[src/design/rpfl_pkg.sv]
// package of the record pool: sizes, codes and the queue entry type
`default_nettype none

package rpfl_pkg;

  localparam int unsigned StoreWordsDef = 1024;
  localparam int unsigned MaxFieldsDef  = 8;
  localparam int unsigned RecordLimit   = 1024;
  localparam int unsigned IdxW          = 10;
  localparam int unsigned CountW        = 11;
  localparam int unsigned FieldW        = 3;
  localparam int unsigned ValueW        = 32;
  localparam int unsigned CfgW          = 4;
  localparam int unsigned QueueDepth    = 2;

  typedef enum logic [2:0] {
    MODE_GET       = 3'd0,
    MODE_SET       = 3'd1,
    MODE_PUSH_BACK = 3'd2,
    MODE_POP_BACK  = 3'd3,
    MODE_INSERT    = 3'd4,
    MODE_ERASE     = 3'd5,
    MODE_CLEAR     = 3'd6
  } mode_e;

  typedef enum logic [1:0] {
    STATUS_OK   = 2'd0,
    STATUS_FULL = 2'd1,
    STATUS_BAD  = 2'd2
  } status_e;

  typedef enum logic [1:0] {
    ST_EXEC = 2'd0,
    ST_READ = 2'd1,
    ST_LINK = 2'd2
  } back_state_e;

  // classified operation handed from front to back
  typedef struct packed {
    mode_e             mode;
    logic [IdxW-1:0]   record_index;
    logic              field_ok;
    logic              in_store;
    logic [ValueW-1:0] write_value;
  } op_t;

endpackage

`default_nettype wire

[src/design/rpfl_rsp_if.sv]
// response channel of the record pool
`default_nettype none

interface rpfl_rsp_if;
  import rpfl_pkg::*;

  logic              valid;
  logic              ready;
  logic [ValueW-1:0] read_value;
  logic [IdxW-1:0]   slot;
  logic [CountW-1:0] record_count;
  logic [1:0]        status;

  modport source (output valid, output read_value, output slot, output record_count,
                  output status, input ready);
  modport sink (input valid, input read_value, input slot, input record_count,
                input status, output ready);
endinterface

`default_nettype wire

[src/design/rpfl_back.sv]
// back of the record pool: executes queued operations against the word store
`default_nettype none

module rpfl_back #(
  parameter int unsigned StoreWords = rpfl_pkg::StoreWordsDef,
  parameter int unsigned MaxFields  = rpfl_pkg::MaxFieldsDef,
  localparam int unsigned FieldCntW = $clog2(MaxFields + 1),
  localparam int unsigned SpanAw    = $clog2(rpfl_pkg::RecordLimit * MaxFields),
  localparam int unsigned RamAw     = $clog2(StoreWords),
  localparam int unsigned WordAw    = (SpanAw > RamAw) ? SpanAw : RamAw
) (
  input  wire logic                        clk_i,
  input  wire logic                        rst_ni,
  input  wire logic [FieldCntW-1:0]        fields_i,
  input  wire logic                        op_valid_i,
  output logic                             op_ready_o,
  input  wire rpfl_pkg::op_t               op_i,
  input  wire logic [WordAw-1:0]           op_addr_i,
  rpfl_rsp_if.source                       rsp_o,
  output logic                             ram_we_o,
  output logic      [RamAw-1:0]            ram_addr_o,
  output logic      [rpfl_pkg::ValueW-1:0] ram_wdata_o,
  input  wire logic [rpfl_pkg::ValueW-1:0] ram_rdata_i
);
  import rpfl_pkg::*;

  localparam int unsigned NeedW = CountW + FieldCntW;

  back_state_e       state_q, state_d;
  logic [CountW-1:0] total_q, total_d;
  logic [IdxW-1:0]   head_q, head_d;
  logic              head_valid_q, head_valid_d;
  logic              rd_in_store_q, rd_in_store_d;
  logic              res_valid_q, res_valid_d;
  logic [ValueW-1:0] rv_q, rv_d;
  logic [IdxW-1:0]   slot_q, slot_d;
  status_e           status_q, status_d;

  logic              load, out_free, ri_ok, full, head_in_store;
  logic [WordAw-1:0] head_addr;
  logic [NeedW-1:0]  need;
  logic [ValueW-1:0] link;

  always_comb begin
    out_free      = !res_valid_q || rsp_o.ready;
    head_addr     = WordAw'(head_q) * WordAw'(fields_i);
    head_in_store = 32'(head_addr) < StoreWords;
    need          = NeedW'(total_q + CountW'(1)) * NeedW'(fields_i);
    full          = (32'(total_q) + 1 > RecordLimit) || (32'(need) > StoreWords);
    ri_ok         = {1'b0, op_i.record_index} < total_q;
    link          = rd_in_store_q ? ram_rdata_i : '0;
  end

  always_comb begin
    state_d       = state_q;
    total_d       = total_q;
    head_d        = head_q;
    head_valid_d  = head_valid_q;
    rd_in_store_d = rd_in_store_q;
    res_valid_d   = res_valid_q && !rsp_o.ready;
    op_ready_o    = 1'b0;
    ram_we_o      = 1'b0;
    ram_addr_o    = op_addr_i[RamAw-1:0];
    ram_wdata_o   = op_i.write_value;
    load          = 1'b0;
    rv_d          = '0;
    slot_d        = '0;
    status_d      = STATUS_OK;

    case (state_q)
      ST_EXEC: begin
        if (op_valid_i && out_free) begin
          op_ready_o = 1'b1;
          case (op_i.mode)
            MODE_GET: begin
              if (ri_ok && op_i.field_ok) begin
                rd_in_store_d = op_i.in_store;
                state_d       = ST_READ;
              end else begin
                load     = 1'b1;
                status_d = STATUS_BAD;
              end
            end
            MODE_SET: begin
              load = 1'b1;
              if (ri_ok && op_i.field_ok) begin
                ram_we_o = op_i.in_store;
              end else begin
                status_d = STATUS_BAD;
              end
            end
            MODE_PUSH_BACK, MODE_INSERT: begin
              if (op_i.mode == MODE_INSERT && head_valid_q) begin
                ram_addr_o    = head_addr[RamAw-1:0];
                rd_in_store_d = head_in_store;
                state_d       = ST_LINK;
              end else begin
                load = 1'b1;
                if (full) begin
                  status_d = STATUS_FULL;
                end else begin
                  slot_d  = total_q[IdxW-1:0];
                  total_d = total_q + CountW'(1);
                end
              end
            end
            MODE_POP_BACK: begin
              load = 1'b1;
              if (total_q != '0) begin
                total_d = total_q - CountW'(1);
              end else begin
                status_d = STATUS_BAD;
              end
            end
            MODE_ERASE: begin
              load = 1'b1;
              if (ri_ok) begin
                ram_we_o     = op_i.in_store;
                ram_wdata_o  = head_valid_q ? ValueW'(head_q) : '1;
                head_d       = op_i.record_index;
                head_valid_d = 1'b1;
              end else begin
                status_d = STATUS_BAD;
              end
            end
            MODE_CLEAR: begin
              load         = 1'b1;
              total_d      = '0;
              head_d       = '0;
              head_valid_d = 1'b0;
            end
            default: begin
              load     = 1'b1;
              status_d = STATUS_BAD;
            end
          endcase
        end
      end
      ST_READ: begin
        load    = 1'b1;
        rv_d    = link;
        state_d = ST_EXEC;
      end
      ST_LINK: begin
        load   = 1'b1;
        slot_d = head_q;
        if (link[ValueW-1:IdxW] == '0) begin
          head_d = link[IdxW-1:0];
        end else begin
          head_d       = '0;
          head_valid_d = 1'b0;
        end
        state_d = ST_EXEC;
      end
      default: begin
        state_d = ST_EXEC;
      end
    endcase

    if (load) begin
      res_valid_d = 1'b1;
    end
  end

  always_ff @(posedge clk_i or negedge rst_ni) begin
    if (!rst_ni) begin
      state_q       <= ST_EXEC;
      total_q       <= '0;
      head_q        <= '0;
      head_valid_q  <= 1'b0;
      rd_in_store_q <= 1'b0;
      res_valid_q   <= 1'b0;
    end else begin
      state_q       <= state_d;
      total_q       <= total_d;
      head_q        <= head_d;
      head_valid_q  <= head_valid_d;
      rd_in_store_q <= rd_in_store_d;
      res_valid_q   <= res_valid_d;
    end
  end

  always_ff @(posedge clk_i) begin
    if (load) begin
      rv_q     <= rv_d;
      slot_q   <= slot_d;
      status_q <= status_d;
    end
  end

  assign rsp_o.valid        = res_valid_q;
  assign rsp_o.read_value   = rv_q;
  assign rsp_o.slot         = slot_q;
  assign rsp_o.record_count = total_q;
  assign rsp_o.status       = status_q;

endmodule

`default_nettype wire
[src/flat_wrapper.sv]
// flat-port wrapper written by rule: the top's interface ports become plain ports
module rpfl_back_flat import rpfl_pkg::*;
#(
  parameter int unsigned StoreWords = rpfl_pkg::StoreWordsDef,
  parameter int unsigned MaxFields  = rpfl_pkg::MaxFieldsDef,
  localparam int unsigned FieldCntW = $clog2(MaxFields + 1),
  localparam int unsigned SpanAw    = $clog2(rpfl_pkg::RecordLimit * MaxFields),
  localparam int unsigned RamAw     = $clog2(StoreWords),
  localparam int unsigned WordAw    = (SpanAw > RamAw) ? SpanAw : RamAw
)
  (clk_i, rst_ni, fields_i, op_valid_i, op_ready_o, op_i, op_addr_i, ram_we_o, ram_addr_o, ram_wdata_o, ram_rdata_i, rsp_o_valid, rsp_o_read_value, rsp_o_slot, rsp_o_record_count, rsp_o_status, rsp_o_ready);
  rpfl_rsp_if rsp_o_i ();
  input  wire logic clk_i;
  input  wire logic rst_ni;
  input  wire logic [FieldCntW-1:0] fields_i;
  input  wire logic op_valid_i;
  output logic op_ready_o;
  input  wire rpfl_pkg::op_t op_i;
  input  wire logic [WordAw-1:0] op_addr_i;
  output logic ram_we_o;
  output logic      [RamAw-1:0] ram_addr_o;
  output logic      [rpfl_pkg::ValueW-1:0] ram_wdata_o;
  input  wire logic [rpfl_pkg::ValueW-1:0] ram_rdata_i;
  output wire logic [$bits(rsp_o_i.valid)-1:0] rsp_o_valid;
  output wire logic [$bits(rsp_o_i.read_value)-1:0] rsp_o_read_value;
  output wire logic [$bits(rsp_o_i.slot)-1:0] rsp_o_slot;
  output wire logic [$bits(rsp_o_i.record_count)-1:0] rsp_o_record_count;
  output wire logic [$bits(rsp_o_i.status)-1:0] rsp_o_status;
  input wire logic [$bits(rsp_o_i.ready)-1:0] rsp_o_ready;
  assign rsp_o_valid = rsp_o_i.valid;
  assign rsp_o_read_value = rsp_o_i.read_value;
  assign rsp_o_slot = rsp_o_i.slot;
  assign rsp_o_record_count = rsp_o_i.record_count;
  assign rsp_o_status = rsp_o_i.status;
  assign rsp_o_i.ready = rsp_o_ready;
  rpfl_back #(.StoreWords(StoreWords), .MaxFields(MaxFields)) u_core (.clk_i(clk_i), .rst_ni(rst_ni), .fields_i(fields_i), .op_valid_i(op_valid_i), .op_ready_o(op_ready_o), .op_i(op_i), .op_addr_i(op_addr_i), .rsp_o(rsp_o_i), .ram_we_o(ram_we_o), .ram_addr_o(ram_addr_o), .ram_wdata_o(ram_wdata_o), .ram_rdata_i(ram_rdata_i));
endmodule
[config.mk]
export PLATFORM = sky130hd
export DESIGN_NAME = rpfl_back_flat
export DESIGN_NICKNAME = d
export VERILOG_FILES = /design/src/design/rpfl_pkg.sv /design/src/design/rpfl_rsp_if.sv /design/src/design/rpfl_back.sv /design/src/flat_wrapper.sv
export SDC_FILE = /design/constraint.sdc
export NUM_CORES = 1
export LEC_CHECK = 0
export ABC_AREA = 1
export BUFFER_PORTS_ARGS = -buffer_cell sky130_fd_sc_hd__buf_4
export CAP_MARGIN = 30
export CORE_ASPECT_RATIO = 0.75
export CORE_MARGIN = 1
export CORE_UTILIZATION = 36
export CTS_CLUSTER_SIZE = 10
export DETAILED_ROUTE_END_ITERATION = 8
export GPL_TIMING_DRIVEN = 0
export PLACE_DENSITY_LB_ADDON = 0.25
export SLEW_MARGIN = 20
export SYNTH_ARGS = -nofsm -noshare
export SYNTH_HDL_FRONTEND = slang
export SYNTH_SLANG_ARGS = --single-unit
[constraint.sdc]
create_clock -name clk_i -period 20 [get_ports clk_i]
set_input_delay 6 -clock clk_i [delete_from_list [all_inputs] [get_ports clk_i]]
set_output_delay 6 -clock clk_i [all_outputs]
set_load 0.01 [all_outputs]
# Yosys cells after proc, flatten, opt, wreduce, memory -nomap -nowiden
# Cells that the tools add are included.
# classes
shifts	0
div	0
n_mul	2
bitwise_logic	0
eq_ne	20
n_reduce_logical	24
n_lt_le_gt_ge	4
add_sub_neg	4
mux	56
# op_table
cell	count
two-way mux 32 bit	6
two-way mux 10 bit	11
one-hot mux 10 bit (2 select lines)	3
two-way mux 11 bit	3
one-hot mux 11 bit (3 select lines)	1
greater-than comparator 32 x 11 -> 1 bit (second input constant)	1
adder 11 x 1 -> 12 bit (second input constant)	2
zero test 22 bit	1
two-way mux 1 bit	16
two-way mux 2 bit	8
greater-than comparator 15 x 11 -> 1 bit (second input constant)	1
multiplier 15 x 4 -> 15 bit	1
less-than comparator 13 x 11 -> 1 bit (second input constant)	1
multiplier 10 x 4 -> 13 bit	1
one-hot mux 1 bit (2 select lines)	6
adder 11 x 1 -> 11 bit (second input constant)	1
less-than comparator 10 x 11 -> 1 bit	1
nonzero test 11 bit	1
subtractor 11 x 1 -> 11 bit (second input constant)	1
one-hot mux 2 bit (5 select lines)	1
AND reduction 5 bit	2
equality test 3 bit (second input constant)	3
inequality test 3 x 2 -> 1 bit (second input constant)	3
inequality test 2 x 1 -> 1 bit (second input constant)	4
18 further kinds	31
# totals
latchBits	0
mem_bits_ro	0
elab_cells	119
ram_bits	0
memories	0
register_bits	70

# Depth between registers and ports, before layout
# Gate-level depths: netlist of the first run.
# logic_depth
word_depth	9
depth_mapped	28
depth_no_buf	26

# Least setup slack after synthesis of the first run
# Ideal clock, no wire load.
# synth_timing
path_type	in2out
from	in fields_i[3]
to	out ram_addr_o[9]
required_time_ns	14.000
arrival_ns	8.724
setup_slack_ns	5.276
cell_stages	13
path_cell_list	clkbuf_1 nand2_1 fa_1 inv_1 fa_1 ha_1 a21oi_1 o21ai_0 a21oi_1 nor2_1 nor2_1 xor2_1 o21ai_0
# synth_via
elab_chain_len	5
# synth_rtl
element	line	text
start: declaration	flat_wrapper.sv:15	input wire logic [FieldCntW-1:0] fields_i;
multiplier 10 x 4 -> 13 bit	rpfl_back.sv:46	head_addr = WordAw'(head_q) * WordAw'(fields_i);
two-way mux 10 bit	rpfl_back.sv:93	if (op_i.mode == MODE_INSERT && head_valid_q) begin
two-way mux 10 bit	rpfl_back.sv:74	case (op_i.mode)
two-way mux 10 bit	rpfl_back.sv:72	if (op_valid_i && out_free) begin
two-way mux 10 bit	rpfl_back.sv:70	case (state_q)
end: declaration	flat_wrapper.sv:21	output logic [RamAw-1:0] ram_addr_o;
# Every way passes these cells.

# Worst setup path after layout of the first run
# Same ends and word-level chain as after synthesis.

==> results.ini, run 1 <==
[run_status]
status = complete, no violations

[cts]
clkLatencyLatePin_ns = 0.33
post-cts-setup-buffers = 0
post_cts_resized = 0
clk_pin_slew_ns = 0.06
cts_tree = built
clock_sinks = 70
numCtsBuffers = 9
cts_buffer_depth = 2
holdBufCountCts = 0
htreeDepth = 3
cts_root_buf = clkbuf_16

[drt]
drtIter0Drc = 567
avgRoutedWirePerCell_um = 14.9
totalWireLength_mm = 22.7
viasPerCell = 4.97
drc = 0
ant_nets = 0
vias = 7596
drt_pass1_iterations = 5

[hold_path]
whs_path_depth = 2
hold_start = u_core.state_q[1]$_DFFE_PN0P_
hold_path_class = reg -> reg
min_to = u_core.state_q[1]$_DFFE_PN0P_

[sta]
finalMaxSlewViolations = 0
rsz0062_at_grt = no
finalClockSkew_ns = 0.00660
slew_headroom = 0.569
finalSetupViolCount = 0
finalCritPeriodShare = 0.761
min_period_ns = 15.23
fmax_mhz = 65.7
fin_setup_tns_ns = 0
hold_viol_final = 0
worstMarginPinSlew_ns = 0.645

[place]
dpl.cell_count = 1511
dp_hpwl_mm = 18.7
port_buffers = 196
place_congestion = 0.858

[layout]
diodes = 0
drive_above_1_share = 0.191
final_cells = 1527
syn_to_final_growth_pct = 29.2
finalNetCount = 1465
final_util = 0.482
n_fill_cell = 1992

[synth]
yosys_warnings = 0
synth.distinct_cells = 40
yosysTopAreaCellShare = 0.180
post_synth_inst_count = 1060
synth_fp_nets = 1256
synth_commonest_cells = 302 x nand2_1, 161 x inv_1, 121 x nor2_1
seq_area_frac_synth = 0.268
async_reset_ff_frac = 0.371
synth-edff-count = 44
yosysMostFrequentCell = nand2_1
syn_area_per_cell_um2 = 6.94
synthFlopType = edfxtp_1
yosysTopAreaCell = edfxtp_1
syn_area_mm2 = 0.00736
ys_ff_latch = 70
synth_area_leaders = edfxtp_1 18%, nand2_1 15%, fa_1 10%

[floorplan]
fp.dieW_um = 167
core_mm2 = 0.0197
rows = 44
dieArea_mm2 = 0.0210
io_pins = 200
die_h_um = 126
initial_utilization = 0.373

[power_and_ir_drop]
clock_power_share = 0.135
seqPwrFrac = 0.239
vdd.ir_drop.worst_uv = 51.3
totalPowerFinal_mw = 1.27
p_int_mw = 0.650
switching_share = 0.488
power_leakage_nw = 5.05
cellPowerDensity_mw_per_mm2 = 134
p_comb_frac = 0.627
power_switching_mw = 0.620

[setup_path]
cp-end-kind = primary output
startpoint_type = input port
crit_arrival_ns = 9.23
timing.rr.start = u_core.rsp_o.record_count[1]$_DFFE_PN0P_
crit_required_ns = 14.00
cp_slowest_stage_delay_ns = 0.55
crit_type = in -> out
crit_chain = buf_4 -> clkbuf_1 -> nand2_1 -> fa_1 -> inv_1 -> fa_1 -> ha_1 -> a21oi_1 -> o21ai_0 -> a21oi_1 -> nor2_1 -> nor2_1 -> xor2_1 -> o21ai_0 -> buf_4
timing.rr.end = u_core.rsp_o.slot[1]$_DFFE_PP_
r2r_slack_ns = 15.22
crit_fanout = 10
ff2ff_path_depth = 19
cpMaxStageDelayCell = fa_1

[global_route]
overflow = 0
grt_pass1_vias = 6970
antenna_found_initial = 0
grt.total_usage = 0.214
grt_pass1_wl_mm = 35.9
grt_start_max_net_pins = 27

[run]
cap_violations = 0

-- state kept, by name, indices dropped and copies added (netlist names) --
register,cells
u_core.rsp_o.valid,1
u_core.head_q,10
u_core.rsp_o.status,2
u_core.state_q,2
u_core.rd_in_store_q,1
u_core.rsp_o.read_value,32
u_core.rsp_o.record_count,11
u_core.head_valid_q,1
u_core.rsp_o.slot,10
-- per-layer routing --
metal	wire length [um]	GRT usage	share of wire
met4	385	0.0572	0.017
met2	9760	0.331	0.43
met1	10900	0.314	0.48
met3	1690	0.0267	0.074
met5	0	0	0
-- power groups by stage --
stage	logic (mW)	clock network (mW)	registers, mW
after floorplan	0.504	0	0.311
after global placement	0.777	0	0.307
after detailed placement	0.793	0	0.303
after CTS	0.799	0.172	0.301
after global routing	0.905	0.179	0.310
final	0.796	0.171	0.303
-- critical path: cells and delay by family --
family                   cells  cell delay, ns
AO/OA/AOI/OAI                4            0.63
XOR/XNOR                     1            0.15
adder cells (fa/ha/maj)      3            1.39
buffers and inverters        4            0.72
AND/OR/NAND/NOR              3            0.33
-- cells by family after synthesis --
kind of cell | Yosys count | share of synthesized area
simple gates | 543 | 0.304
buf+inv | 200 | 0.106
compound gates | 132 | 0.0973
fa+ha+maj | 96 | 0.201
flops | 70 | 0.268
xor+xnor | 19 | 0.0236
-- worst max-delay path by stage --
stage / from / to
after floorplan: fields_i[3] / ram_addr_o[9]
after global placement: fields_i[3] / ram_addr_o[9]
after detailed placement: fields_i[3] / ram_addr_o[9]
after CTS: fields_i[3] / ram_addr_o[9]
after global routing: fields_i[3] / ram_addr_o[9]
final: fields_i[3] / ram_addr_o[9]
-- final cells by class --
type | instances | area, um2 | area share
multi-input combinational | 790 | 4630 | 0.487
sequential | 70 | 1970 | 0.207
timing repair buffer | 198 | 1500 | 0.158
inverter | 166 | 623 | 0.0656
tap | 253 | 317 | 0.0333
clock buffer | 10 | 229 | 0.0241
buffer | 34 | 154 | 0.0162
clock inverter | 6 | 86.3 | 0.00908
-- layout by cell type, fill, tap and decap left out, types with 2 or more instances in the layout --
cell type  count
nand3b_1       4
a41oi_1        2
o21ai_1        4
nand2_1      302
buf_4        200
buf_2          6
clkbuf_16      9
o22ai_1        5
xor2_1        13
o211ai_1       3
clkbuf_1      24
nand3_1       74
ha_1          59
o41ai_1        2
a21oi_1       47
fa_1          37
nor2_4         3
o2111ai_1      2
nor3_2         2
clkinv_1       3
nor2_2         4
edfxtp_1      44
clkinv_2       2
o21ai_0       59
inv_1        161
nor2_1       120
dfrtp_1       26
nor3_1        15
xnor2_1        5
bufinv_16      2
nand4_1       11
inv_2          2
a211oi_1       2
nand2_2        7
-- metrics by stage --
| stage | worst slack, ns | hold slack [ns] | cell area (um2) |
|---|---|---|---|
| 4_1_cts | 4.76 | 0.551 | 9500 |
| 6_report | 4.77 | 0.555 | 9510 |
| 3_3_place_gp | 4.77 | 0.525 | 9150 |
| 2_1_floorplan | 5.28 | 0.492 | 7360 |
| 5_1_grt | 4.47 | 0.620 | 9510 |
| 3_5_place_dp | 4.78 | 0.531 | 9190 |
No activity file was read; power rests on OpenSTA's default activity.
==> run 2, diff against run 1 <==
ABC_AREA = 0   (was 1)
clock period = 13.7 ns   (was 20 ns; I/O delays follow)
==> run 2 against run 1 <==
Compared with the run above:
- register-to-register slack got worse by 7.5 ns
- largest power group unchanged
- synthesized area is 3.1% lower
- critical endpoint unchanged
- sequential power is 57% higher
- first-iteration DRC count fell by 19%
==> results.ini, run 2 <==
[layout]
largest_reg_flops = 32
multi_input_area_mm2 = 0.00472
final_cell_mix = 197 x buf_4, 78 x nand2_1, 68 x inv_1
drive_above_1_share = 0.258
syn_to_final_growth_pct = 29.7
finalNetCount = 1187
n_fill_cell = 1907
seqCellArea_mm2 = 0.00197
diodes = 0
layout_commonest_cell = buf_4

[drt]
avgRoutedWirePerCell_um = 17.4
ant_nets = 0
vias = 6601
totalWireLength_mm = 21.7
viasPerCell = 5.29
drtIter0Drc = 458
drc = 0
drt_pass1_iterations = 5

[synth]
yosysTopAreaCellShare = 0.185
syn_area_per_cell_um2 = 9.09
synth_fp_nets = 980
yosysTopAreaCell = edfxtp_1
ys_ff_latch = 70
synth_commonest_cells = 78 x nand2_1, 68 x inv_1, 59 x ha_1
synth-edff-count = 44
synthFlopType = edfxtp_1
synth.distinct_cells = 70
synth_area_leaders = edfxtp_1 19%, fa_1 10%, ha_1 10%
async_reset_ff_frac = 0.371
yosys.area_share.xor_xnor = 0.0406
post_synth_inst_count = 784
synthSimpleGateAreaFrac = 0.214
yosys_warnings = 0
yosysMostFrequentCell = nand2_1
syn_area_mm2 = 0.00713
synth.area.mux_share = 0.0276
synth_top_family_by_area = simple AND/OR/NAND/NOR gates
synth-adder-area-share = 0.208
seq_area_frac_synth = 0.277
synth_compound_area_frac = 0.172

[sta]
finalClockSkew_ns = 0.00768
slew_headroom = 0.551
worst_slack_ns = 1.67
worstMarginPinSlew_ns = 0.665
finalSetupViolCount = 0
min_period_ns = 12.03
rsz0062_at_grt = no
fmax_mhz = 83.1
hold_viol_final = 0
finalMaxSlewViolations = 0
fin_setup_tns_ns = 0
finalCritPeriodShare = 0.878

[setup_path]
crit_fanout = 10
crit_required_ns = 9.59
crit_type = in -> out
crit_arrival_ns = 7.92
startpoint_type = input port
timing.rr.start = u_core.rsp_o.record_count[0]$_DFFE_PN0P_
crit_start = fields_i[1]
cp-end-kind = primary output

[power_and_ir_drop]
seqPwrFrac = 0.222
clock_power_share = 0.113
switching_share = 0.480
p_int_mw = 1.11
cellPowerDensity_mw_per_mm2 = 232
p_comb_frac = 0.665
power_leakage_nw = 4.56
power_switching_mw = 1.03
vdd.ir_drop.worst_uv = 98.2
totalPowerFinal_mw = 2.14

[run]
cap_violations = 0

[floorplan]
io_pins = 200
fp.dieW_um = 164
core_mm2 = 0.0194
rows = 44
initial_utilization = 0.368
dieArea_mm2 = 0.0204
die_h_um = 124

[cts]
post_cts_resized = 0
cts_tree = built
clk_pin_slew_ns = 0.06
numCtsBuffers = 9
post-cts-setup-buffers = 0
clkLatencyLatePin_ns = 0.34
holdBufCountCts = 0
clock_sinks = 70
htreeDepth = 3
cts_buffer_depth = 2
cts_root_buf = clkbuf_16

[place]
place_congestion = 0.890
dp_hpwl_mm = 17.4
place_ws_ns = 1.67
port_buffers = 195

[global_route]
overflow = 0
grt_pass1_wl_mm = 33.7
grt_pass1_vias = 6354
antenna_found_initial = 0
grt_start_max_net_pins = 28
grt.total_usage = 0.217

[hold_path]
hold_path_class = reg -> reg
hold_start = u_core.rsp_o.valid$_DFF_PN0_

[run_status]
status = complete, no violations

-- run 2: final cells by class --
| cell class | instances | area share |
|---|---|---|
| Multi-Input combinational cell | 603 | 0.511 |
| Sequential cell | 70 | 0.213 |
| Timing Repair Buffer | 196 | 0.161 |
| Tap cell | 253 | 0.0343 |
| Inverter | 69 | 0.0280 |
| Clock buffer | 9 | 0.0244 |
| Buffer | 42 | 0.0196 |
| Clock inverter | 7 | 0.00880 |
-- run 2: power by group through the flow --
stage / sequential, mW / clock [mW] / combinational, mW
floorplan: 0.482 / 0 / 0.929
finish: 0.476 / 0.242 / 1.43
global route: 0.487 / 0.252 / 1.59
CTS: 0.475 / 0.243 / 1.43
global placement: 0.489 / 0 / 1.39
detailed placement: 0.478 / 0 / 1.41
-- run 2: critical path, stage by stage --
cell	delay, ns
buf_4	0.10
clkbuf_1	0.48
nand2_1	0.15
fa_1	0.49
fa_1	0.54
inv_1	0.07
ha_1	0.29
a21o_1	0.16
a21oi_1	0.21
nor2b_1	0.07
o21a_1	0.18
o41ai_1	0.55
xor2_1	0.18
o21ai_0	0.19
buf_4	0.15
-- run 2: metrics by stage --
stage / hold slack (ns) / utilization / cells / cell area, um2
global route: 0.582 / 0.477 / 1249 / 9240
CTS: 0.540 / 0.477 / 1249 / 9240
detailed placement: 0.522 / 0.461 / 1233 / 8930
finish: 0.520 / 0.477 / 1249 / 9240
floorplan: 0.536 / - / 784 / 7130
global placement: 0.518 / 0.460 / 1232 / 8910
-- run 2: final timing paths --
path                            slack, ns  depth (start not counted)                                  endpoint
worst max-delay path                 1.67                         15                             ram_addr_o[9]
worst min-delay path                 0.52                          2              u_core.rsp_o.valid$_DFF_PN0_
worst max register to register       7.75                         20            u_core.rsp_o.slot[4]$_DFFE_PP_
worst min register to register       0.52                          2              u_core.rsp_o.valid$_DFF_PN0_
max in group asynchronous            9.72                          1              u_core.head_q[3]$_DFFE_PN0P_
min in group asynchronous            3.69                          1  u_core.rsp_o.record_count[5]$_DFFE_PN0P_
-- run 2: cells by family after synthesis --
family                   count (synthesis)
buffers and inverters                  111
AND/OR/NAND/NOR                        285
flip-flops                              70
multiplexers                            18
adder cells (fa/ha/maj)                 96
XOR/XNOR                                33
AO/OA/AOI/OAI                          171
-- run 2: routing by layer --
metal,share of wire,GRT usage,wire [um],vias to the layer above
met5,0,0,0,-
met4,0.0075,0.0304,162,0
met3,0.076,0.0426,1650,11
met2,0.43,0.342,9370,247
met1,0.48,0.313,10500,3168
li1,-,-,-,3175
==> run 3, diff against run 2 <==
CTS_BUF_LIST = sky130_fd_sc_hd__clkbuf_4   (was not set)
==> run 3 against run 2 <==
Compared with the run above:
- first-iteration DRC count rose by 16%
- register-to-register slack worse by 0.05 ns
- flip-flop and latch count did not move
- largest cell class unchanged
- largest power group unchanged
- highest routed layer unchanged
==> results.ini, run 3 (synthesis gave the netlist of run 2 again) <==
[cts]
clk_pin_slew_ns = 0.12
clock_sinks = 70
holdBufCountCts = 0
post_cts_resized = 0
cts_tree = built
clkLatencyLatePin_ns = 0.46
numCtsBuffers = 9
cts_buffer_depth = 2
cts_root_buf = clkbuf_4
htreeDepth = 3
post-cts-setup-buffers = 0

[setup_path]
crit_fanout = 10
crit_type = in -> out
timing.rr.start = u_core.rsp_o.record_count[0]$_DFFE_PN0P_
r2r_slack_ns = 7.70
crit_required_ns = 9.59
startpoint_type = input port
crit_start = fields_i[1]
crit_arrival_ns = 7.94
cp-end-kind = primary output

[sta]
finalCritPeriodShare = 0.880
finalClockSkew_ns = 0.0185
min_period_ns = 12.05
fmax_mhz = 83.0
rsz0062_at_grt = no
fin_setup_tns_ns = 0
hold_viol_final = 0
worstMarginPinSlew_ns = 0.674
finalSetupViolCount = 0
finalMaxSlewViolations = 0
slew_headroom = 0.545

[hold_path]
hold_path_class = reg -> reg
hold_start = u_core.rsp_o.valid$_DFF_PN0_

[layout]
final_cell_mix = 197 x buf_4, 78 x nand2_1, 68 x inv_1
largest_reg_flops = 32
diodes = 0
drive_above_1_share = 0.258
syn_to_final_growth_pct = 27.5
final_cells = 1249
finalNetCount = 1187
layout_commonest_cell = buf_4

[drt]
avgRoutedWirePerCell_um = 17.3
totalWireLength_mm = 21.6
drc = 0
drt_pass1_iterations = 5
ant_nets = 0
drtIter0Drc = 532
viasPerCell = 5.28
vias = 6592

[power_and_ir_drop]
vdd.ir_drop.worst_uv = 85.8
p_int_mw = 1.03
power_leakage_nw = 4.49
clock_power_share = 0.071
switching_share = 0.498
seqPwrFrac = 0.232
power_switching_mw = 1.02
p_comb_frac = 0.697
cellPowerDensity_mw_per_mm2 = 225

[floorplan]
core_mm2 = 0.0194
rows = 44
dieArea_mm2 = 0.0204
initial_utilization = 0.368
fp.dieW_um = 164
die_h_um = 124
io_pins = 200

[place]
dpl.cell_count = 1233
dp_hpwl_mm = 17.4
port_buffers = 195
place_congestion = 0.890

[global_route]
grt_start_max_net_pins = 28
grt.total_usage = 0.216
grt_pass1_wl_mm = 33.7
overflow = 0
antenna_found_initial = 0
grt_pass1_vias = 6362

[run_status]
status = complete, no violations

[run]
cap_violations = 0

run 3: worst paths after layout:
check	end	cells past startpoint
max in group asynchronous	u_core.rsp_o.valid$_DFF_PN0_	1
min reg2reg	u_core.rsp_o.valid$_DFF_PN0_	2
min	u_core.rsp_o.valid$_DFF_PN0_	2
max	ram_addr_o[9]	15
min in group asynchronous	u_core.head_q[1]$_DFFE_PN0P_	1
max reg2reg	u_core.rsp_o.slot[4]$_DFFE_PP_	19
run 3: per-layer routing:
metal | global-route usage | part of all wire | up-vias
met2 | 0.340 | 0.43 | 241
met5 | 0 | 0 | -
met1 | 0.312 | 0.48 | 3159
met4 | 0.0384 | 0.0087 | 0
met3 | 0.0386 | 0.077 | 14
li1 | - | - | 3178
run 3: critical path: stages:
cell and delay, ns:
buf_4 0.10, clkbuf_1 0.48, nand2_1 0.15, fa_1 0.49, fa_1 0.54, inv_1 0.07, ha_1 0.29, a21o_1 0.16
a21oi_1 0.21, nor2b_1 0.07, o21a_1 0.18, o41ai_1 0.56, xor2_1 0.18, o21ai_0 0.19, buf_4 0.15
run 3: area by class of cell:
type,count,area [um2]
Tap cell,253,317
Buffer,42,181
Inverter,69,259
Multi-Input combinational cell,603,4720
Fill cell,1923,10300
Timing Repair Buffer,196,1480
Clock inverter,7,81.3
Clock buffer,9,67.6
Sequential cell,70,1970
run 3: stage by stage:
stage	hold slack, ns	cell area (um2)	util	setup WS (ns)	power (mW)
after detailed placement	0.522	8930	0.461	1.67	1.89
after global routing	0.598	9080	0.469	1.40	2.23
after global placement	0.518	8910	0.460	1.68	1.87
after CTS	0.556	9080	0.469	1.66	2.05
after floorplan	0.536	7130	-	2.43	1.41
final	0.535	9080	0.469	1.65	2.04
run 3: power by group through the flow:
stage          sequential, mW  combinational, mW  clock [mW]
4_1_cts                 0.474               1.43       0.147
3_5_place_dp            0.478               1.41           0
5_1_grt                 0.486               1.59       0.154
6_report                0.474               1.42       0.144
2_1_floorplan           0.482              0.929           0
3_3_place_gp            0.489               1.39           0
