### config.mk
export PLATFORM = sky130hd
export DESIGN_NAME = rpfl_front_flat
export DESIGN_NICKNAME = d
export VERILOG_FILES = /design/src/design/rpfl_pkg.sv /design/src/design/rpfl_req_if.sv /design/src/design/rpfl_front.sv /design/src/flat_wrapper.sv
export SDC_FILE = /design/constraint.sdc
export NUM_CORES = 1
export LEC_CHECK = 0
export BUFFER_PORTS_ARGS = -buffer_cell sky130_fd_sc_hd__buf_2
export CAP_MARGIN = 0
export CORE_UTILIZATION = 56
export CTS_CLUSTER_SIZE = 20
export DETAILED_ROUTE_END_ITERATION = 8
export PLACE_DENSITY = 0.88
export RECOVER_POWER = 50
export SLEW_MARGIN = 25
export SYNTH_ARGS = -nofsm -noshare
export SYNTH_HDL_FRONTEND = slang
export SYNTH_SLANG_ARGS = --single-unit
### constraint.sdc
create_clock -name clk_i -period 4.08 [get_ports clk_i]
set_input_delay 0.204 -clock clk_i [delete_from_list [all_inputs] [get_ports clk_i]]
set_output_delay 0.204 -clock clk_i [all_outputs]
set_load 0.01 [all_outputs]
### src/design/rpfl_pkg.sv
// package of the record pool: sizes, codes and the queue entry type
`default_nettype none

package rpfl_pkg;

  localparam int unsigned StoreWordsDef = 1024;
  localparam int unsigned MaxFieldsDef  = 8;
  localparam int unsigned RecordLimit   = 1024;
  localparam int unsigned IdxW          = 10;
  localparam int unsigned CountW        = 11;
  localparam int unsigned FieldW        = 3;
  localparam int unsigned ValueW        = 32;
  localparam int unsigned CfgW          = 4;
  localparam int unsigned QueueDepth    = 2;

  typedef enum logic [2:0] {
    MODE_GET       = 3'd0,
    MODE_SET       = 3'd1,
    MODE_PUSH_BACK = 3'd2,
    MODE_POP_BACK  = 3'd3,
    MODE_INSERT    = 3'd4,
    MODE_ERASE     = 3'd5,
    MODE_CLEAR     = 3'd6
  } mode_e;

  typedef enum logic [1:0] {
    STATUS_OK   = 2'd0,
    STATUS_FULL = 2'd1,
    STATUS_BAD  = 2'd2
  } status_e;

  typedef enum logic [1:0] {
    ST_EXEC = 2'd0,
    ST_READ = 2'd1,
    ST_LINK = 2'd2
  } back_state_e;

  // classified operation handed from front to back
  typedef struct packed {
    mode_e             mode;
    logic [IdxW-1:0]   record_index;
    logic              field_ok;
    logic              in_store;
    logic [ValueW-1:0] write_value;
  } op_t;

endpackage

`default_nettype wire

### src/design/rpfl_req_if.sv
// request channel of the record pool
`default_nettype none

interface rpfl_req_if;
  import rpfl_pkg::*;

  logic              valid;
  logic              ready;
  logic [2:0]        mode;
  logic [IdxW-1:0]   record_index;
  logic [FieldW-1:0] field_index;
  logic [ValueW-1:0] write_value;

  modport source (output valid, output mode, output record_index, output field_index,
                  output write_value, input ready);
  modport sink (input valid, input mode, input record_index, input field_index,
                input write_value, output ready);
endinterface

`default_nettype wire

### src/design/rpfl_front.sv
// front of the record pool: accepts requests, works out word addresses, queues them
`default_nettype none

module rpfl_front #(
  parameter int unsigned StoreWords = rpfl_pkg::StoreWordsDef,
  parameter int unsigned MaxFields  = rpfl_pkg::MaxFieldsDef,
  localparam int unsigned FieldCntW = $clog2(MaxFields + 1),
  localparam int unsigned SpanAw    = $clog2(rpfl_pkg::RecordLimit * MaxFields),
  localparam int unsigned RamAw     = $clog2(StoreWords),
  localparam int unsigned WordAw    = (SpanAw > RamAw) ? SpanAw : RamAw
) (
  input  wire logic                 clk_i,
  input  wire logic                 rst_ni,
  input  wire logic [FieldCntW-1:0] fields_i,
  rpfl_req_if.sink                  req_i,
  output logic                      op_valid_o,
  input  wire logic                 op_ready_i,
  output rpfl_pkg::op_t             op_o,
  output logic      [WordAw-1:0]    op_addr_o
);
  import rpfl_pkg::*;

  localparam int unsigned CntW = $clog2(QueueDepth + 1);
  localparam int unsigned PtrW = (QueueDepth > 1) ? $clog2(QueueDepth) : 1;

  op_t               op_q   [QueueDepth];
  logic [WordAw-1:0] addr_q [QueueDepth];
  logic [PtrW-1:0]   wr_ptr_q, wr_ptr_d, rd_ptr_q, rd_ptr_d;
  logic [CntW-1:0]   cnt_q, cnt_d;

  op_t               new_op;
  logic [WordAw-1:0] base, new_addr;
  logic              push, pop;

  // classification: base word of the record, field word, range flags
  always_comb begin
    base     = WordAw'(req_i.record_index) * WordAw'(fields_i);
    new_addr = (mode_e'(req_i.mode) == MODE_ERASE) ? base
                                                   : base + WordAw'(req_i.field_index);
    new_op.mode         = mode_e'(req_i.mode);
    new_op.record_index = req_i.record_index;
    new_op.field_ok     = 32'(req_i.field_index) < 32'(fields_i);
    new_op.in_store     = 32'(new_addr) < StoreWords;
    new_op.write_value  = req_i.write_value;
  end

  assign req_i.ready = (cnt_q != CntW'(QueueDepth));
  assign push        = req_i.valid && req_i.ready;
  assign op_valid_o  = (cnt_q != '0);
  assign pop         = op_valid_o && op_ready_i;
  assign op_o        = op_q[rd_ptr_q];
  assign op_addr_o   = addr_q[rd_ptr_q];

  always_comb begin
    wr_ptr_d = wr_ptr_q;
    rd_ptr_d = rd_ptr_q;
    cnt_d    = cnt_q;
    if (push) begin
      wr_ptr_d = (32'(wr_ptr_q) == QueueDepth - 1) ? '0 : wr_ptr_q + PtrW'(1);
    end
    if (pop) begin
      rd_ptr_d = (32'(rd_ptr_q) == QueueDepth - 1) ? '0 : rd_ptr_q + PtrW'(1);
    end
    if (push && !pop) begin
      cnt_d = cnt_q + CntW'(1);
    end else if (pop && !push) begin
      cnt_d = cnt_q - CntW'(1);
    end
  end

  always_ff @(posedge clk_i or negedge rst_ni) begin
    if (!rst_ni) begin
      wr_ptr_q <= '0;
      rd_ptr_q <= '0;
      cnt_q    <= '0;
    end else begin
      wr_ptr_q <= wr_ptr_d;
      rd_ptr_q <= rd_ptr_d;
      cnt_q    <= cnt_d;
    end
  end

  always_ff @(posedge clk_i) begin
    if (push) begin
      op_q[wr_ptr_q]   <= new_op;
      addr_q[wr_ptr_q] <= new_addr;
    end
  end

endmodule

`default_nettype wire

### src/flat_wrapper.sv
// flat-port wrapper written by rule: the top's interface ports become plain ports
module rpfl_front_flat import rpfl_pkg::*;
#(
  parameter int unsigned StoreWords = rpfl_pkg::StoreWordsDef,
  parameter int unsigned MaxFields  = rpfl_pkg::MaxFieldsDef,
  localparam int unsigned FieldCntW = $clog2(MaxFields + 1),
  localparam int unsigned SpanAw    = $clog2(rpfl_pkg::RecordLimit * MaxFields),
  localparam int unsigned RamAw     = $clog2(StoreWords),
  localparam int unsigned WordAw    = (SpanAw > RamAw) ? SpanAw : RamAw
)
  (clk_i, rst_ni, fields_i, op_valid_o, op_ready_i, op_o, op_addr_o, req_i_valid, req_i_mode, req_i_record_index, req_i_field_index, req_i_write_value, req_i_ready);
  rpfl_req_if req_i_i ();
  input  wire logic clk_i;
  input  wire logic rst_ni;
  input  wire logic [FieldCntW-1:0] fields_i;
  output logic op_valid_o;
  input  wire logic op_ready_i;
  output rpfl_pkg::op_t op_o;
  output logic      [WordAw-1:0] op_addr_o;
  input wire logic [$bits(req_i_i.valid)-1:0] req_i_valid;
  input wire logic [$bits(req_i_i.mode)-1:0] req_i_mode;
  input wire logic [$bits(req_i_i.record_index)-1:0] req_i_record_index;
  input wire logic [$bits(req_i_i.field_index)-1:0] req_i_field_index;
  input wire logic [$bits(req_i_i.write_value)-1:0] req_i_write_value;
  output wire logic [$bits(req_i_i.ready)-1:0] req_i_ready;
  assign req_i_i.valid = req_i_valid;
  assign req_i_i.mode = req_i_mode;
  assign req_i_i.record_index = req_i_record_index;
  assign req_i_i.field_index = req_i_field_index;
  assign req_i_i.write_value = req_i_write_value;
  assign req_i_ready = req_i_i.ready;
  rpfl_front #(.StoreWords(StoreWords), .MaxFields(MaxFields)) u_core (.clk_i(clk_i), .rst_ni(rst_ni), .fields_i(fields_i), .req_i(req_i_i), .op_valid_o(op_valid_o), .op_ready_i(op_ready_i), .op_o(op_o), .op_addr_o(op_addr_o));
endmodule
Word level (Yosys, flattened, before mapping)
Memory sizes are Yosys's and may differ from the RTL's.
Index checks and enable logic that the tools add are counted.
{"block": "op_classes", "reduce_logical": 8, "mul": 1, "n_eq_ne": 2, "n_mux": 7, "n_lt_le_gt_ge": 2, "n_addsub": 5}
{"op": "adder 13 x 3 -> 13 bit", "n": 1}
{"op": "less-than comparator 13 x 11 -> 1 bit, second input constant", "n": 1}
{"op": "multiplier 10 x 4 -> 13 bit", "n": 1}
{"op": "2-to-1 mux 13 bit", "n": 1}
{"op": "logical AND 1 bit", "n": 4}
{"op": "less-than comparator 3 x 4 -> 1 bit", "n": 1}
{"op": "2-to-1 mux 1 bit", "n": 4}
{"op": "2-to-1 mux 2 bit", "n": 2}
{"op": "nonzero test 2 bit", "n": 2}
{"op": "== test 3 bit, second input constant", "n": 1}
{"op": "adder 1 bit, second input constant", "n": 2}
{"op": "adder 2 x 1 -> 2 bit, second input constant", "n": 1}
{"op": "zero test 1 bit", "n": 2}
{"op": "inequality test 2 bit, second input constant", "n": 1}
{"op": "subtractor 2 x 1 -> 2 bit, second input constant", "n": 1}
{"block": "totals", "ff_bits": 4, "output_inout_bits": 62, "mem_bits_rw": 120, "inputBits": 56, "mem_count": 2, "word_cells": 30}
{"memory": "u_core.op_q", "depth": 2, "width": 47, "rd": 1, "rd_clocked_by_memory_dff": 0, "write_ports": 1, "line": "rpfl_front.sv:26", "text": "op_t op_q [QueueDepth];"}
{"memory": "u_core.addr_q", "depth": 2, "width": 13, "rd": 1, "rd_clocked_by_memory_dff": 0, "write_ports": 1, "line": "rpfl_front.sv:27", "text": "logic [WordAw-1:0] addr_q [QueueDepth];"}

Longest topological paths before layout
Gate-level depths: netlist of run 1.
{"block": "logic_depth", "depth_word": 6, "depth_mapped": 14, "ltp_nobuf": 13}

Worst setup path before layout of run 1
OpenSTA, ideal clock, no wires.
{"block": "synth_path", "path_kind": "input-to-reg", "startpoint": "input port fields_i[3]", "endpoint": "memory u_core.addr_q[0][12] (netlist name), data pin", "stages": 14, "t_required_ps": 3809, "n_path_buf": 1, "setup_time_ps": 271, "arrival_ps": 3505, "slack_ps": 303, "path_cell_list": "clkbuf_1 and2_1 fa_1 inv_1 fa_1 inv_1 ha_1 and2_4 a221o_1 or3_2 and2_4 nand4b_1 nor3b_1 xnor2_1"}
{"block": "synth_between", "elab_chain_cells": 3}
{"item": "start: declaration", "line": "flat_wrapper.sv:15", "text": "input wire logic [FieldCntW-1:0] fields_i;"}
{"item": "multiplier 10 x 4 -> 13 bit (*)", "line": "rpfl_front.sv:37", "text": "base = WordAw'(req_i.record_index) * WordAw'(fields_i);"}
{"item": "adder 13 x 3 -> 13 bit", "line": "rpfl_front.sv:39", "text": ": base + WordAw'(req_i.field_index);"}
{"item": "2-to-1 mux 13 bit (*)", "line": "rpfl_front.sv:38", "text": "new_addr = (mode_e'(req_i.mode) == MODE_ERASE) ? base"}
{"item": "via u_core.new_addr[12]", "line": "rpfl_front.sv:32", "text": "logic [WordAw-1:0] base, new_addr;"}
{"item": "end: declaration", "line": "rpfl_front.sv:27"}
The timed path passes the listed nets; every way through them passes the cells marked *.

Worst setup path after layout of run 1
{"block": "layout_path", "startpoint": "input port req_i_record_index[3]", "endpoint": "memory u_core.addr_q[0][11] (netlist name), data pin"}
{"block": "layout_between", "elab_chain_cells": 3}
{"item": "start: declaration", "line": "flat_wrapper.sv:22", "text": "input wire logic [$bits(req_i_i.record_index)-1:0] req_i_record_index;"}
{"item": "multiplier 10 x 4 -> 13 bit (*)", "line": "rpfl_front.sv:37"}
{"item": "adder 13 x 3 -> 13 bit", "line": "rpfl_front.sv:39"}
{"item": "2-to-1 mux 13 bit (*)", "line": "rpfl_front.sv:38"}
{"item": "via u_core.new_addr[11]", "line": "rpfl_front.sv:32"}
Marks and branches as above.

==> reports/metrics.yaml, run 1 <==
status: "finished, violations left"
violations: "max-capacitance violations, max-slew violations"
gp_congestion: 0.8719
yosysWarnings: 0
first_iter_violations: 152
syn_inst: 407
fmax_mhz: 254.1
routed_wl_um: 12230
synth-edff-count: 120
synth-seq-area-share: 0.6040
cp-end-kind: "flop"
num_vias: 3836
synth_cell_type_count: 42
area_growth_pct: 29.40
wl_per_cell_um: 16.66
drc: 0
crit_arrival_ns: 4.18
die_y_um: 106.6
synth_flop_cell: "edfxtp_1"
synth_seq_cells: 124
async_flop_share: 0.03226
clk_pin_slew_worst_paths_ns: 0.06
fin_crit_sh: 0.9647
row_count: 37
clock_tree.buffer_depth: 2
leakage_uw: 0.003095
drv_slew: 115
setup_slack_ns: 0.1441
ant_nets: 0
worst_clock_skew_ns: 0.007701
cts_root_buf: "clkbuf_8"
core_area_mm2: 0.01046
cts.sinks: 124
die_width_um: 106.6
required_ns: 4.32
dp_hpwl_um: 8165
syn_area_per_cell_um2: 15.07
drtPass1Iterations: 5
syn_area_mm2: 0.006132
overflow: 0
rsz0062_at_grt: "no"
fin_nets: 680
pre_cts_slack_ns: 0.08599
initial_core_util: 0.5861
port_buffers: 117
clock_latency_ns: 0.52
synth.net_count: 502
grt_pass1_vias: 3996
cts_tree: "yes"
worstMarginPinSlew_ns: 2.725
period_minus_slack_ns: 3.936
pin_count: 118
crit_fanout: 6
p_per_area_mw_per_mm2: 642.3
setup_tns_ns: 0
utilization: 0.7584
layout-drive-gt1-share: 0.3227
fp.dieArea_mm2: 0.01137
min_path_type: "input port to flop"
peakVddDrop_uv: 314.0
relSlewSlack: -0.8235
antennaDiodeCount: 0
grt_usage: 0.2239
antenna_found_initial: 0
hold_violations: 0
h-tree-depth: 4
viasPerCell: 5.226
grt_pass1_wl_um: 19020
setup.worst_path.start_class: "input port"
cts_buffers: 17
drv_cap: 3
setup_viol: 0
worst-setup-path-type: "input port to flop"
grt_max_degree: 43
[layer usage]
metal  track usage  wire, µm  part of all wire
met3       0.05046       637             0.052
met1        0.2648      4967              0.41
met2        0.4088      6509              0.53
met4       0.06164       116            0.0095
met5             0         0                 0
[logic make-up (layout without fill, tap and decap cells)]
group | Yosys count | in the layout | synth area share
flops | 124 | 124 | 0.6040
simple gates | 87 | 87 | 0.08101
mux | 62 | 62 | 0.1139
buf+inv | 41 | 232 | 0.02510
fa+ha+maj | 39 | 39 | 0.1004
compound gates | 28 | 28 | 0.03857
xor+xnor | 26 | 26 | 0.03714
[synth_stat cells (4+ instances only)]
| cell type | number | area (µm²) |
|---|---|---|
| a21oi_1 | 4 | 20.02 |
| and2_1 | 31 | 193.9 |
| clkbuf_1 | 11 | 41.29 |
| dfrtp_1 | 4 | 100.1 |
| edfxtp_1 | 120 | 3603 |
| fa_1 | 17 | 340.3 |
| ha_1 | 22 | 275.3 |
| inv_1 | 30 | 112.6 |
| mux2_2 | 62 | 698.2 |
| nand2_1 | 17 | 63.81 |
| nand2b_1 | 4 | 25.02 |
| nor2_1 | 8 | 30.03 |
| o21ai_0 | 6 | 30.03 |
| xnor2_1 | 18 | 157.7 |
| xor2_1 | 8 | 70.07 |
[final timing paths]
kind | end | slack [ns] | from | cells after the start
worst max-delay path | u_core.addr_q[0][11] | 0.14 | req_i_record_index[3] | 15
max in group asynchronous | u_core.wr_ptr_q | 3.79 | rst_ni | 2
worst min-delay path | u_core.wr_ptr_q | 0.01 | req_i_valid | 3
min in group asynchronous | u_core.cnt_q[1] | 0.09 | rst_ni | 2
worst max register to register | u_core.op_q[0][39] | 0.80 | u_core.cnt_q[0] | 4
worst min register to register | u_core.cnt_q[1] | 0.49 | u_core.cnt_q[1] | 1
[cell usage in the layout (no fill, tap or decap), types with 4 or more instances in the layout]
cell type,count
clkbuf_16,16
xor2_1,8
fa_1,17
inv_6,4
nor2_1,8
mux2_2,61
o21ai_0,5
ha_1,20
and2_1,29
buf_4,5
dlygate4sd3_1,47
buf_2,78
edfxtp_1,120
inv_1,30
nand2_1,17
clkbuf_1,39
nand2b_1,4
dfrtp_1,4
xnor2_1,18
[area by class of cell]
class | count | area, µm²
Tap cell | 136 | 170.2
Clock buffer | 17 | 414.1
Inverter | 30 | 112.6
Clock inverter | 15 | 163.9
Sequential cell | 124 | 3704
Multi-Input combinational cell | 242 | 2306
Fill cell | 686 | 2527
Timing Repair Buffer | 170 | 1065
[worst max-delay path, cell delays in order]
cell and delay (ns):
dlygate4sd3_1 0.54, clkbuf_1 0.18, and2_1 0.21, fa_1 0.53, inv_1 0.05, fa_1 0.53
inv_1 0.06, ha_4 0.26, and2_4 0.16, a221o_1 0.34, or2_4 0.30, a311oi_4 0.39
nand2_1 0.17, nor3_2 0.15, xnor2_1 0.10
[through the flow]
step	total power, µW	instances	instance area (µm²)	hold WS, ns
after detailed placement	3629	654	6907	0.01630
final	5097	734	7935	0.01167
after global placement	3568	654	6907	0.008951
after global routing	5353	734	7935	0.03025
after floorplan	3063	407	6132	-0.09159
after CTS	5117	733	7955	0.004670
[state kept, by name (all words and copies together) (netlist names)]
signal / flops
u_core.cnt_q: 2
u_core.rd_ptr_q: 1
u_core.addr_q: 26
u_core.op_q: 94
u_core.wr_ptr_q: 1
[where the power goes]
| part | leakage [µW] | switching [µW] | internal [µW] |
|---|---|---|---|
| clock | 0.000275 | 560 | 878 |
| sequential | 0.00116 | 151 | 1810 |
| combinational | 0.00166 | 887 | 807 |
[what timing repair did]
action                                  in CTS  in global routing
hold endpoints to repair                    95                  0
hold buffers                                47                  0
endpoints found under the setup margin       0                  6
resized for setup                            0                  7
setup buffers                                0                  1
Note: power is estimated with default switching activity, not from simulation.
==> inputs of run 2 (changes only) <==
--- a/config.mk
+++ b/config.mk
@@ -6,12 +6,14 @@
 export NUM_CORES = 1
 export LEC_CHECK = 0
 export BUFFER_PORTS_ARGS = -buffer_cell sky130_fd_sc_hd__buf_2
-export CAP_MARGIN = 0
-export CORE_UTILIZATION = 56
+export CELL_PAD_IN_SITES_DETAIL_PLACEMENT = 2
+export CELL_PAD_IN_SITES_GLOBAL_PLACEMENT = 2
+export CORE_UTILIZATION = 39
 export CTS_CLUSTER_SIZE = 20
 export DETAILED_ROUTE_END_ITERATION = 8
-export PLACE_DENSITY = 0.88
+export PLACE_DENSITY = 0.87
 export RECOVER_POWER = 50
+export SETUP_SLACK_MARGIN = 0.4
 export SLEW_MARGIN = 25
 export SYNTH_ARGS = -nofsm -noshare
 export SYNTH_HDL_FRONTEND = slang
==> run 2 against run 1 <==
Net effect: the run still ends with max-capacitance violations, max-slew violations left; non-clock buffer count fell by 5; critical endpoint is now u_core.addr_q[1][11]; setup slack better by 0.24 ns; core utilization is 23 points lower; cell count grew 9.5%; sequential cell count unchanged; critical path type unchanged; global-route usage up 3.5 points; routed wire length grew 65%; register-to-register slack got worse by 0.30 ns; power increased by 8.3%; clock-buffer cell count stayed put; first-iteration DRC count is 33% higher; cell area is 1.3% higher.
==> reports/metrics.yaml, run 2 (synthesis results as in run 1) <==
status: "finished, violations left"  # unchanged
violations: "max-capacitance violations, max-slew violations"  # unchanged
fmax_mhz: 270.8  # was 254.1 MHz
routed_wl_um: 20200  # was 12,230 µm
multi_input_area_mm2: 0.002366  # was 0.002306 mm²
antennaDiodeCount: 0  # unchanged
largest-register: "u_core.op_q"  # unchanged
drtPass1Iterations: 4  # was 5
wl_per_cell_um: 25.13  # was 16.66 µm
cts.sinks: 124  # unchanged
antenna_found_initial: 0  # unchanged
core_area_mm2: 0.01526  # was 0.01046 mm²
crit_fanout: 6  # unchanged
largest_reg_flops: 94  # unchanged
period_minus_slack_ns: 3.693  # was 3.936 ns
worst-setup-path-type: "input port to flop"  # unchanged
clk_pin_slew_worst_paths_ns: 0.06  # about the same
drc: 0  # unchanged
gp_congestion: 0.7548  # was 0.8719
fin_crit_sh: 0.9050  # was 0.9647
utilization: 0.5270  # was 0.7584
worstMarginPinSlew_ns: 1.797  # was 2.725 ns
fp.dieArea_mm2: 0.01623  # was 0.01137 mm²
clock_latency_ns: 0.43  # was 0.52 ns
required_ns: 4.23  # was 4.32 ns
grt_pass1_vias: 4693  # was 3,996
reg_top3: "u_core.op_q x94, u_core.addr_q x26, u_core.cnt_q x2"  # unchanged
fin_nets: 675  # was 680
final_common_cell: "edfxtp_1"  # unchanged
setup.worst_path.start_class: "input port"  # unchanged
rsz0062_at_grt: "no"  # unchanged
setup_tns_ns: 0  # unchanged
peakVddDrop_uv: 330.0  # was 314.0 µV
h-tree-depth: 4  # unchanged
clock_tree.buffer_depth: 2  # unchanged
p_per_area_mw_per_mm2: 686.7  # was 642.3 mW/mm²
die_width_um: 127.4  # was 106.6 µm
overflow: 0  # unchanged
seq_area_mm2: 0.003704  # unchanged
r2r_slack_ns: 0.50  # was 0.80 ns
setup_viol: 0  # unchanged
first_iter_violations: 202  # was 152
layout-drive-gt1-share: 0.3406  # was 0.3227
cp-end-kind: "flop"  # unchanged
grt_pass1_wl_um: 29880  # was 19,020 µm
cts_buffers: 17  # unchanged
row_count: 45  # was 37
pre_cts_slack_ns: -0.09101  # was 0.08599 ns
cts_tree: "yes"  # unchanged
initial_core_util: 0.4019  # was 0.5861
port_buffers: 117  # unchanged
relSlewSlack: -0.1980  # was -0.8235
layout_common_cells: "edfxtp_1, buf_2, mux2_2, clkbuf_1, dlygate4sd3_1"  # was edfxtp_1, buf_2, mux2_2, dlygate4sd3_1, clkbuf_1
drv_slew: 41  # was 115
worst_clock_skew_ns: 0.009673  # was 0.007701 ns
viasPerCell: 5.178  # was 5.226
pin_count: 118  # unchanged
placed_cells: 734  # was 654
grt_max_degree: 41  # was 43
num_vias: 4163  # was 3,836
crit_arrival_ns: 3.84  # was 4.18 ns
ant_nets: 0  # unchanged
hold_violations: 0  # unchanged
num-fill-cells: 1426  # was 686
min_path_type: "input port to flop"  # unchanged
setup_slack_ns: 0.3875  # was 0.1441 ns
drv_cap: 2  # was 3
area_growth_pct: 31.14  # was 29.40%
stdcell_count: 804  # was 734
dp_hpwl_um: 11170  # was 8165 µm
grt_usage: 0.2586  # was 0.2239
die_y_um: 127.4  # was 106.6 µm
leakage_uw: 0.003102  # was 0.003095 µW
cts_root_buf: "clkbuf_16"  # was clkbuf_8
## run 2: cell types whose count changed in the layout (fill, tap and decap cells not counted), sizes merged
| cell | change |
|---|---|
| buf | -1 |
| bufinv | +1 |
| clkbuf | +8 |
| clkinv | +2 |
| dlygate4sd3 | -12 |
| inv | -3 |
## run 2: worst paths after layout
kind	from	to	cells after the start
max in group asynchronous	rst_ni	u_core.cnt_q[0]	2
min	op_ready_i	u_core.rd_ptr_q	3
max reg2reg	u_core.cnt_q[0]	u_core.op_q[0][37]	6
min in group asynchronous	rst_ni	u_core.wr_ptr_q	2
min reg2reg	u_core.wr_ptr_q	u_core.wr_ptr_q	1
max	req_i_record_index[0]	u_core.addr_q[1][11]	15
## run 2: routing by layer
layer	GRT usage	routed length, µm	vias up
li1	-	-	1829
met5	0	0	-
met2	0.4732	10890	134
met4	0.1211	556	0
met1	0.2786	7720	2160
met3	0.06575	1031	40
## run 2: area by class of cell
cell class | count | share of cell area
clock buffers | 17 | 0.05290
clock inverters | 15 | 0.02132
inverters | 30 | 0.01400
multi-input cells | 242 | 0.2942
flip-flops and latches | 124 | 0.4606
well taps | 211 | 0.03283
repair buffers | 165 | 0.1242
## run 2: where the power goes
part | internal (µW) | leakage [µW] | switching [µW]
Combinational | 850 | 0.00165 | 1080
Sequential | 1810 | 0.00116 | 205
Clock | 958 | 0.000287 | 620
## run 2: timing repair
item	CTS	global route
pin swaps	0	7
endpoints found under the hold margin	70	2
gates resized for setup	1	15
setup buffers	0	3
endpoints found under the setup margin	2	10
hold buffers	34	1
## run 2: worst max-delay path, stage by stage
cell and delay [ns]:
clkbuf_1 0.22, nand2_1 0.15, fa_1 0.57, inv_1 0.07
fa_1 0.57, inv_1 0.08, fa_2 0.45, nor2b_4 0.16
o22ai_1 0.12, xnor2_1 0.30, buf_4 0.20, and2_1 0.19
nand3_2 0.16, nor3_2 0.26, xnor2_1 0.13
## run 2: stage by stage
stage	hold slack [ns]	cell area (µm²)	total power, µW
finish	0.09795	8041	5522
global route	0.08775	8041	5742
global placement	0.01085	7041	3619
CTS	0.004380	8025	5421
floorplan	-0.09159	6165	3071
detailed placement	0.01757	7083	3790
==> inputs of run 3 (changes only) <==
--- a/config.mk
+++ b/config.mk
@@ -8,10 +8,10 @@
 export BUFFER_PORTS_ARGS = -buffer_cell sky130_fd_sc_hd__buf_2
 export CELL_PAD_IN_SITES_DETAIL_PLACEMENT = 2
 export CELL_PAD_IN_SITES_GLOBAL_PLACEMENT = 2
-export CORE_UTILIZATION = 39
+export CORE_UTILIZATION = 42
 export CTS_CLUSTER_SIZE = 20
 export DETAILED_ROUTE_END_ITERATION = 8
-export PLACE_DENSITY = 0.87
+export PLACE_DENSITY = 0.93
 export RECOVER_POWER = 50
 export SETUP_SLACK_MARGIN = 0.4
 export SLEW_MARGIN = 25
==> constraint.sdc (replaced) <==
create_clock -name clk_i -period 4.58 [get_ports clk_i]
set_input_delay 0.229 -clock clk_i [delete_from_list [all_inputs] [get_ports clk_i]]
set_output_delay 0.229 -clock clk_i [all_outputs]
set_load 0.01 [all_outputs]
==> run 3 against run 2 <==
Net effect: the flow still finishes with violations (max-capacitance violations, max-slew violations); die area decreased by 7.0%; routed wire length decreased by 0.77%; sequential cell count unchanged; critical path depth decreased by 2; sequential share of layout area increased by 2.7 points; hold slack got worse by 0.066 ns; non-clock buffer count decreased by 27; cell area decreased by 5.6%; combinational power decreased by 16%; register-to-register slack improved by 0.56 ns; first-iteration DRC count decreased by 12%; via count decreased by 4.1%; largest cell class unchanged; largest power group unchanged.
==> reports/metrics.yaml, run 3 (synthesis results as in run 1) <==
status: "finished, violations left"  # unchanged
violations: "max-capacitance violations, max-slew violations"  # unchanged
fin_nets: 648  # was 675
overflow: 0  # unchanged
cp-end-kind: "flop"  # unchanged
num-fill-cells: 1294  # was 1,426
required_ns: 4.73  # was 4.23 ns
p_per_area_mw_per_mm2: 619.5  # was 686.7 mW/mm²
relSlewSlack: -0.05937  # was -0.1980
layout-drive-gt1-share: 0.3020  # was 0.3406
power_uw: 4704  # was 5522 µW
hold_ws_ns: 0.03169  # was 0.09795 ns
largest-register: "u_core.op_q"  # unchanged
cts.sinks: 124  # unchanged
routed_wl_um: 20050  # was 20,200 µm
fmax_mhz: 243.6
cts_tree: "yes"  # unchanged
fp.dieArea_mm2: 0.01509  # was 0.01623 mm²
cts_root_buf: "clkbuf_16"  # unchanged
hold_violations: 0  # unchanged
ant_nets: 0  # unchanged
peakVddDrop_uv: 326.6  # was 330.0 µV
rsz0062_at_grt: "no"  # unchanged
grt_usage: 0.2824  # was 0.2586
drtPass1Iterations: 4  # unchanged
worst_clock_skew_ns: 0.007277  # was 0.009673 ns
row_count: 43  # was 45
port_buffers: 117  # unchanged
drv_slew: 16  # was 41
antenna_found_initial: 0  # unchanged
layout_common_cells: "edfxtp_1, buf_2, mux2_2, clkbuf_1, inv_1"  # was edfxtp_1, buf_2, mux2_2, clkbuf_1, dlygate4sd3_1
crit_fanout: 11  # was 6
worst-setup-path-type: "input port to flop"  # unchanged
drc: 0  # unchanged
clk_pin_slew_worst_paths_ns: 0.06  # about the same
area_growth_pct: 23.83  # was 31.14%
worstMarginPinSlew_ns: 1.583  # was 1.797 ns
pin_count: 118  # unchanged
fin_crit_sh: 0.8963
final_common_cell: "edfxtp_1"  # unchanged
min_path_type: "input port to flop"  # unchanged
clock_tree.buffer_depth: 2  # unchanged
die_width_um: 122.8  # was 127.4 µm
first_iter_violations: 178  # was 202
grt_max_degree: 36  # was 41
drv_cap: 1  # was 2
viasPerCell: 5.376  # was 5.178
h-tree-depth: 4  # unchanged
grt_pass1_vias: 4647  # was 4,693
cts_buffers: 17  # unchanged
gp_congestion: 0.7628  # was 0.7548
setup_tns_ns: 0  # unchanged
period_minus_slack_ns: 4.105
setup_slack_ns: 0.4751  # was 0.3875 ns
core_area_mm2: 0.01404  # was 0.01526 mm²
dp_hpwl_um: 12740  # was 11,170 µm
wl_per_cell_um: 26.98  # was 25.13 µm
die_y_um: 122.8  # was 127.4 µm
clock_latency_ns: 0.43  # about the same
leakage_uw: 0.002916  # was 0.003102 µW
setup.worst_path.start_class: "input port"  # unchanged
largest_reg_flops: 94  # unchanged
setup_viol: 0  # unchanged
pre_cts_slack_ns: 0.1455  # was -0.09101 ns
initial_core_util: 0.4367  # was 0.4019
antennaDiodeCount: 0  # unchanged
num_vias: 3994  # was 4,163
crit_arrival_ns: 4.25  # was 3.84 ns
grt_pass1_wl_um: 29490  # was 29,880 µm
reg_top3: "u_core.op_q x94, u_core.addr_q x26, u_core.cnt_q x2"  # unchanged
## run 3: report_power, final
| group | internal (µW) | total [µW] | switching, µW |
|---|---|---|---|
| sequential | 1620 | 1780 | 164 |
| clock | 787 | 1290 | 505 |
| combinational | 681 | 1630 | 950 |
## run 3: cell type report
cell class / instances / area [µm²] / area share
Sequential cell: 124 / 3704 / 0.4877
Multi-Input combinational cell: 242 / 2293 / 0.3020
Inverter: 30 / 112.6 / 0.01483
Clock inverter: 8 / 97.59 / 0.01285
Clock buffer: 21 / 440.4 / 0.05800
Timing Repair Buffer: 138 / 720.7 / 0.09491
Tap cell: 180 / 225.2 / 0.02966
## run 3: repair_timing
action | CTS | global route
buffers inserted | 0 | 0
gates resized for setup | 1 | 3
endpoints found under the setup margin | 2 | 4
endpoints found under the hold margin | 30 | 4
hold buffers | 15 | 2
## run 3: final timing paths
check	slack [ns]	depth (start not counted)	to	start
hold reg to reg	0.52	1	u_core.cnt_q[1]	u_core.cnt_q[1]
min in group asynchronous	0.23	2	u_core.cnt_q[1]	rst_ni
max in group asynchronous	4.15	2	u_core.wr_ptr_q	rst_ni
hold / removal	0.03	1	u_core.op_q[0][18]	req_i_write_value[18]
setup / recovery	0.48	13	u_core.addr_q[0][12]	fields_i[1]
setup reg to reg	1.06	4	u_core.addr_q[0][0]	u_core.cnt_q[0]
## run 3: metrics by stage
stage	util	cell area, µm²	instances
after CTS	0.5450	7652	741
after detailed placement	0.4958	6962	697
final	0.5408	7594	743
after global routing	0.5408	7594	743
after global placement	0.4938	6934	696
after floorplan	-	6132	407
## run 3: metal layers
metal	GRT usage	up-vias	wire length, µm
met5	0	-	0
met4	0.1303	0	641
met3	0.06041	37	1058
met2	0.4993	138	10530
met1	0.3252	2061	7819
li1	-	1758	-
## run 3: worst max-delay path, cell delays in order
cell	delay, ns
clkbuf_1	0.37
nand2_1	0.14
fa_1	0.54
inv_1	0.08
fa_1	0.60
inv_1	0.08
fa_1	0.58
nor3b_2	0.32
nor2b_2	0.31
and3_1	0.25
nand4b_1	0.24
nor3b_1	0.37
xnor2_1	0.16
